--- src/sv/assert_macros.svh ---
// Assertion macros shared by the buffer cache tag engine.
// Needs a clock named clk and an active-low reset named rst_n in scope.
`ifndef ASSERT_MACROS_SVH
`define ASSERT_MACROS_SVH

// Check that a condition implies a consequence in the same cycle.
`define BBC_ASSERT_SAME(lbl, ante, cons, msg) \
    lbl: assert property (@(posedge clk) disable iff (!rst_n) (ante) |-> (cons)) \
        else $error(msg);

// Check that a condition implies a consequence in the next cycle.
`define BBC_ASSERT_NEXT(lbl, ante, cons, msg) \
    lbl: assert property (@(posedge clk) disable iff (!rst_n) (ante) |=> (cons)) \
        else $error(msg);

`endif

--- src/sv/bbc_ram.sv ---
// Generic simple dual-port RAM: one write port, one read port, registered read.
// No dependencies.
module bbc_ram #(
    parameter int WIDTH = 8,
    parameter int DEPTH = 16
) (
    input  logic                     clk,
    input  logic                     we,
    input  logic [$clog2(DEPTH)-1:0] waddr,
    input  logic [WIDTH-1:0]         wdata,
    input  logic [$clog2(DEPTH)-1:0] raddr,
    output logic [WIDTH-1:0]         rdata
);

    logic [WIDTH-1:0] mem [DEPTH];

    // Write, then register the read word
    always_ff @(posedge clk)
    begin
        if (we)
        begin
            mem[waddr] <= wdata;
        end
        rdata <= mem[raddr];
    end

endmodule

--- config.mk ---
export PLATFORM = sky130hd
export DESIGN_NAME = bbc_ram
export DESIGN_NICKNAME = d
export VERILOG_FILES = /design/src/sv/assert_macros.svh /design/src/sv/bbc_ram.sv
export SDC_FILE = /design/constraint.sdc
export NUM_CORES = 1
export LEC_CHECK = 0
export ABC_CLOCK_PERIOD_IN_PS = 5000
export BUFFER_PORTS_ARGS = -buffer_cell sky130_fd_sc_hd__buf_2
export CORE_UTILIZATION = 60
export CTS_CLUSTER_DIAMETER = 100
export DETAILED_ROUTE_END_ITERATION = 10
export PLACE_DENSITY = 0.78
export RECOVER_POWER = 25
export REMOVE_ABC_BUFFERS = 1
export SLEW_MARGIN = 30
export SYNTH_ARGS = -nofsm -noshare
export SYNTH_HDL_FRONTEND = slang
export SYNTH_SLANG_ARGS = --single-unit
--- constraint.sdc ---
create_clock -name clk -period 5 [get_ports clk]
set_input_delay 0.25 -clock clk [delete_from_list [all_inputs] [get_ports clk]]
set_output_delay 0.25 -clock clk [all_outputs]
set_load 0.1 [all_outputs]
==> reports/results.ini, run 1 <==
[timing]
slew_headroom=0.3157
rsz0062_at_grt=false
skew_ns=0.005920
worst_slack_ns=3.425
worst_pin_slew_ns=1.023
period_needed_ns=1.575
post-route-period-util=0.3150
hold_viol_final=0
slew_viol_final=0
tns_ns=0
clock.fmax_mhz=634.9
setup_viol_count_final=0
whs_ns=0.1500

[clock_tree]
cts_inserted_buffers=17
clkSinkCount=136
clk_latency_ns=0.51
cts_setup_buffers=0
cts-root-buf=clkbuf_8
clk_pin_slew_ns=0.06
cts_tree=done
cts.htree.levels=4
clock_path_buffers=2
cts_hold_buf=0
cts_resized=0

[grt]
grt_pass1_wl_um=14680
antenna_found_initial=0
grt_overflow=0
track_usage=0.2496
grt_pass1_vias=2457
grt_start_max_net_pins=33

[route]
routed_wl_um=9874
drt-vias-per-instance=6.362
drcViolationCount=0
wl_per_cell_um=25.71
drt_iter0_markers=250
first_pass_iters=5
postRouteAntennaNets=0
num_vias=2443

[yosys]
ys_async_sr_fraction=0
synth_ff_type=edfxtp_1
synth_area_per_cell_um2=22.48
seq_area_frac_synth=0.7778
synth_area_um2=5147
yosys.cell_types.count=19
synth_area_leaders=edfxtp_1 (75%), mux4_2 (7.9%), mux4_1 (7.1%), dfxtp_1 (3.1%), a22oi_1 (2.3%)
synth_top_area_frac=0.7467
syn_inst=229
yosysMostFrequentCell=edfxtp_1
synth_edf_count=128
yosysTopAreaCell=edfxtp_1
yosys-top-cells-count=edfxtp_1 (128), mux4_2 (18), a22oi_1 (16)
ys_warn_count=0
ys_seq_elements=136

[worst_setup_path]
ff2ff_path_depth=3
r2r_start=mem[5][0]
worstSetupPathType=reg -> out
critPathMaxFanout=1
path_cells=buf_2
r2r-end=rdata[0]
cp-end-kind=output pin
slowest_delay_ns=0.45
worst_setup_path_start_kind=register
arrival_ns=1.32
path_delay_family=buffers and inverters
cp_num_buf_inv=1
r2r_setup_slack_ns=3.64
slowest_stage=buf_2
crit_required_ns=4.75

[cells_and_area]
multi_input_area_um2=1062
fin_area_um2=5938
fin_cells=384
antenna_cells=0
seq_area_um2=4004
drive_gt1_frac=0.2545
fillers=469
syn2layout_area_growth_pct=15.36
nets=284
post-route-util=0.7191

[pwr]
p_leak_nw=1.984
p_total_mw=2.693
power.density_nw_per_um2=453.5
ir_drop_mv=0.3043

[floorplanning]
core_um2=8258
die_w_um=94.63
die-area_um2=8954
rows=33
start_util=0.6233
io_pins=26
die_h_um=94.63

[job]
drv_cap=0

[min_path]
hold_start=wdata[7]
hold_class=in -> reg
hold_depth=1
worstHoldEndpoint=mem[13][7]

[placement]
gp_congestion=0.8311
placed_cell_area_um2=5348
dp_slack_ns=3.072
placed_cells=352
dpl.hpwl_um=5778
port_buffers=25

[run_status]
status=complete, no violations

==> sequential cells by signal, indices dropped and copies added (netlist names) <==
name and flops:
rdata 8, mem 128
==> metal layers <==
metal	vias to the layer above	wire length [µm]	global-route usage
li1	1048	-	-
met1	1242	3967	0.3415
met2	129	4911	0.3723
met3	24	722	0.07810
met4	0	273	0.1149
met5	-	0	0
==> cell usage in the layout (no fill, tap or decap) <==
master	count
dfxtp_1	8
clkbuf_8	1
bufinv_16	4
a22oi_1	16
nor3_1	3
buf_2	17
clkbuf_16	16
clkinv_2	5
nand3_1	1
nand2_1	9
nor3_2	1
mux4_1	14
nand2b_1	2
and2_1	1
clkbuf_1	8
clkinvlp_4	2
edfxtp_1	128
buf_4	4
clkinv_1	1
and2b_1	1
or3b_2	1
nand3b_1	2
mux4_2	18
clkinv_4	2
nor2_1	13
nor2b_1	1
==> worst register-to-register path, cell delays in order, from the launching register on <==
cell and delay (ns):
edfxtp_1 0.42, mux4_1 0.57, a22oi_1 0.18, nand2_1 0.08
==> cell type report <==
type	instances	area share
flip-flops and latches	136	0.6743
multi-input cells	83	0.1789
clock buffers	18	0.07038
clock inverters	14	0.03055
repair buffers	28	0.02381
well taps	105	0.02212
==> worst max path at each step <==
stage                end  depth (start not counted)      from
5_1_grt         rdata[3]                          1  rdata[3]
2_1_floorplan  mem[0][0]                          2  waddr[2]
6_report        rdata[0]                          1  rdata[0]
4_1_cts         rdata[3]                          1  rdata[3]
3_5_place_dp   mem[1][0]                          3  waddr[2]
3_3_place_gp   mem[0][0]                          3  waddr[2]
==> where the power goes <==
part           switching, mW  internal [mW]
logic                  0.120         0.0450
clock network          0.438          0.803
registers             0.0101           1.28
total                  0.569           2.12
==> cell families after synthesis <==
logic type	after synthesis	share of synthesized area
simple gates	35	0.03184
mux	32	0.1502
buf+inv	10	0.01677
compound gates	16	0.02334
flops	136	0.7778
(Power assumes the default switching activity.)
==> run 2: changes to the inputs <==
--- a/config.mk
+++ b/config.mk
@@ -5,12 +5,12 @@
 export SDC_FILE = /design/constraint.sdc
 export NUM_CORES = 1
 export LEC_CHECK = 0
-export ABC_CLOCK_PERIOD_IN_PS = 5000
+export ABC_CLOCK_PERIOD_IN_PS = 1400
 export BUFFER_PORTS_ARGS = -buffer_cell sky130_fd_sc_hd__buf_2
-export CORE_UTILIZATION = 60
+export CORE_UTILIZATION = 54
 export CTS_CLUSTER_DIAMETER = 100
 export DETAILED_ROUTE_END_ITERATION = 10
-export PLACE_DENSITY = 0.78
+export PLACE_DENSITY = 0.74
 export RECOVER_POWER = 25
 export REMOVE_ABC_BUFFERS = 1
 export SLEW_MARGIN = 30
==> constraint.sdc (replaced) <==
create_clock -name clk -period 1.4 [get_ports clk]
set_input_delay 0.07 -clock clk [delete_from_list [all_inputs] [get_ports clk]]
set_output_delay 0.07 -clock clk [all_outputs]
set_load 0.1 [all_outputs]
==> run 2 against run 1 <==
  * Core utilization fell by 4.9 points
  * Count of clock-buffer cells in the layout is 1 lower
  * First-iteration DRC count fell by 17%
==> reports/results.ini, run 2 (same netlist as run 1, synthesis figures left out) <==
[grt]
grt_start_max_net_pins=24  ; -27%
grt_pass1_vias=2604  ; +6.0%
grt_overflow=0  ; unchanged
track_usage=0.2181  ; -0.03149
antenna_found_initial=0  ; unchanged
grt_pass1_wl_um=14700  ; about the same

[pwr]
power.density_nw_per_um2=1524  ; +240%
p_leak_nw=2.096  ; +5.6%
ir_drop_mv=0.7964  ; +160%

[worst_setup_path]
arrival_ns=1.26  ; -0.06 ns
slowest_stage=buf_2
slowest_delay_ns=0.42  ; -0.03 ns
cp_num_buf_inv=1  ; unchanged
worst_setup_path_start_kind=register
crit_required_ns=1.33  ; -3.42 ns
path_delay_family=buffers and inverters
cp-end-kind=output pin
critPathMaxFanout=1  ; unchanged
worstSetupPathType=reg -> out
path_cells=buf_2

[placement]
gp_congestion=0.6953  ; -16%
placed_cells=397  ; +13%
port_buffers=25  ; unchanged
dpl.hpwl_um=5947  ; +2.9%
dp_slack_ns=-0.1325  ; -3.205 ns

[min_path]
hold_class=in -> reg

[clock_tree]
clkSinkCount=136  ; unchanged
cts_inserted_buffers=17  ; unchanged
cts.htree.levels=4  ; unchanged
clk_pin_slew_ns=0.06  ; about the same
cts_tree=done
clock_path_buffers=2  ; unchanged
cts-root-buf=clkbuf_8
clk_latency_ns=0.52  ; about the same

[cells_and_area]
largest_reg_flops=128  ; unchanged
syn2layout_area_growth_pct=20.25
antenna_cells=0  ; unchanged
multi_input_area_um2=1064  ; +0.12%
mostFrequentLayoutCell=edfxtp_1
nets=313  ; +10%
fin_cells=437  ; +14%
drive_gt1_frac=0.3019  ; +0.04747
reg.largest.list=mem: 128 flops, rdata: 8 flops
fillers=609  ; +30%
seq_area_um2=4004  ; unchanged
mostFrequentLayoutCells=edfxtp_1 (128), mux4_2 (19), buf_2 (18)
top_register=mem

[route]
first_pass_iters=5  ; unchanged
num_vias=2458  ; +0.61%
postRouteAntennaNets=0  ; unchanged
wl_per_cell_um=21.21  ; -18%
routed_wl_um=9267  ; -6.1%
drt-vias-per-instance=5.625  ; -12%
drcViolationCount=0  ; unchanged
drt_iter0_markers=207  ; -17%

[run_status]
status=complete, no violations

[job]
drv_cap=0  ; unchanged

[timing]
slew_headroom=0.5717  ; +0.2560
hold_viol_final=0  ; unchanged
post-route-period-util=0.9495
period_needed_ns=1.329
worst_pin_slew_ns=0.6425  ; -0.3802 ns
clock.fmax_mhz=752.3
skew_ns=0.007944  ; +0.002024 ns
slew_viol_final=0  ; unchanged
rsz0062_at_grt=false
setup_viol_count_final=0  ; unchanged
worst_slack_ns=0.07071  ; -3.354 ns

[floorplanning]
die_h_um=99.64  ; +5.3%
die-area_um2=9927  ; +11%
start_util=0.5571  ; -0.06626
die_w_um=99.64  ; +5.3%
rows=35  ; +6.1%
core_um2=9240  ; +12%
io_pins=26  ; unchanged

run 2: cell count changes in the layout (fill, tap and decap cells not counted), moves of 2 or more:
cell | before | now
inv_8 | 0 | 3
buf_12 | 0 | 2
clkbuf_1 | 8 | 10
inv_6 | 0 | 6
a22oi_2 | 0 | 2
clkinv_2 | 5 | 0
bufinv_16 | 4 | 1
buf_4 | 4 | 17
a22oi_1 | 16 | 14
clkbuf_4 | 0 | 2
dlygate4sd3_1 | 0 | 8
run 2: area by class of cell:
class | instances | area share
Clock buffer | 17 | 0.06691
Clock inverter | 15 | 0.02527
Multi-Input combinational cell | 83 | 0.1718
Sequential cell | 136 | 0.6469
Tap cell | 129 | 0.02608
Timing Repair Buffer | 57 | 0.06307
run 2: report_power, final:
group / total [mW] / internal, mW / switching [mW]
clock: 4.22 / 2.43 / 1.79
combinational: 0.638 / 0.210 / 0.429
sequential: 4.58 / 4.55 / 0.0282
total: 9.43 / 7.19 / 2.25
run 2: final timing paths:
check	cells past startpoint	slack, ns	end	from
min reg2reg	3	0.68	rdata[4]	mem[12][4]
max	1	0.07	rdata[5]	rdata[5]
min	4	0.09	rdata[7]	raddr[1]
max reg2reg	3	0.07	rdata[0]	mem[1][0]
run 2: metrics by stage:
stage	total power [mW]	area (µm²)	hold WS (ns)	util	TNS [ns]
after floorplan	5.037	5061	0.1689	-	-1.303
after global placement	5.272	5553	0.4583	0.6009	-0.2652
final	9.434	6190	0.09378	0.6699	0
after CTS	9.501	6211	0.07824	0.6722	0
after detailed placement	5.289	5553	0.4703	0.6009	-0.3437
after global routing	9.732	6190	0.09655	0.6699	0
run 2: worst register-to-register path, delay by kind of cell (launching register included):
kind | cells | cell delay [ns]
AOI/OAI and AO/OA | 1 | 0.25
and+or+nand+nor | 1 | 0.07
DFF | 1 | 0.36
muxes | 1 | 0.54
run 2: layer usage:
metal  vias to the layer above  routed length, µm  GRT usage
met5                         -                  0          0
met3                         6                774    0.07379
li1                       1101                  -          -
met1                      1250               3714     0.2979
met4                         0                 71    0.08824
met2                       101               4706     0.3280
run 2: timing repair:
| action | 4_1_cts | 5_1_grt |
|---|---|---|
| hold endpoints to repair | 128 | 0 |
| resized for setup | 2 | 4 |
| hold buffers | 8 | 0 |
| setup endpoints to repair | 2 | 4 |
| setup buffers | 0 | 0 |
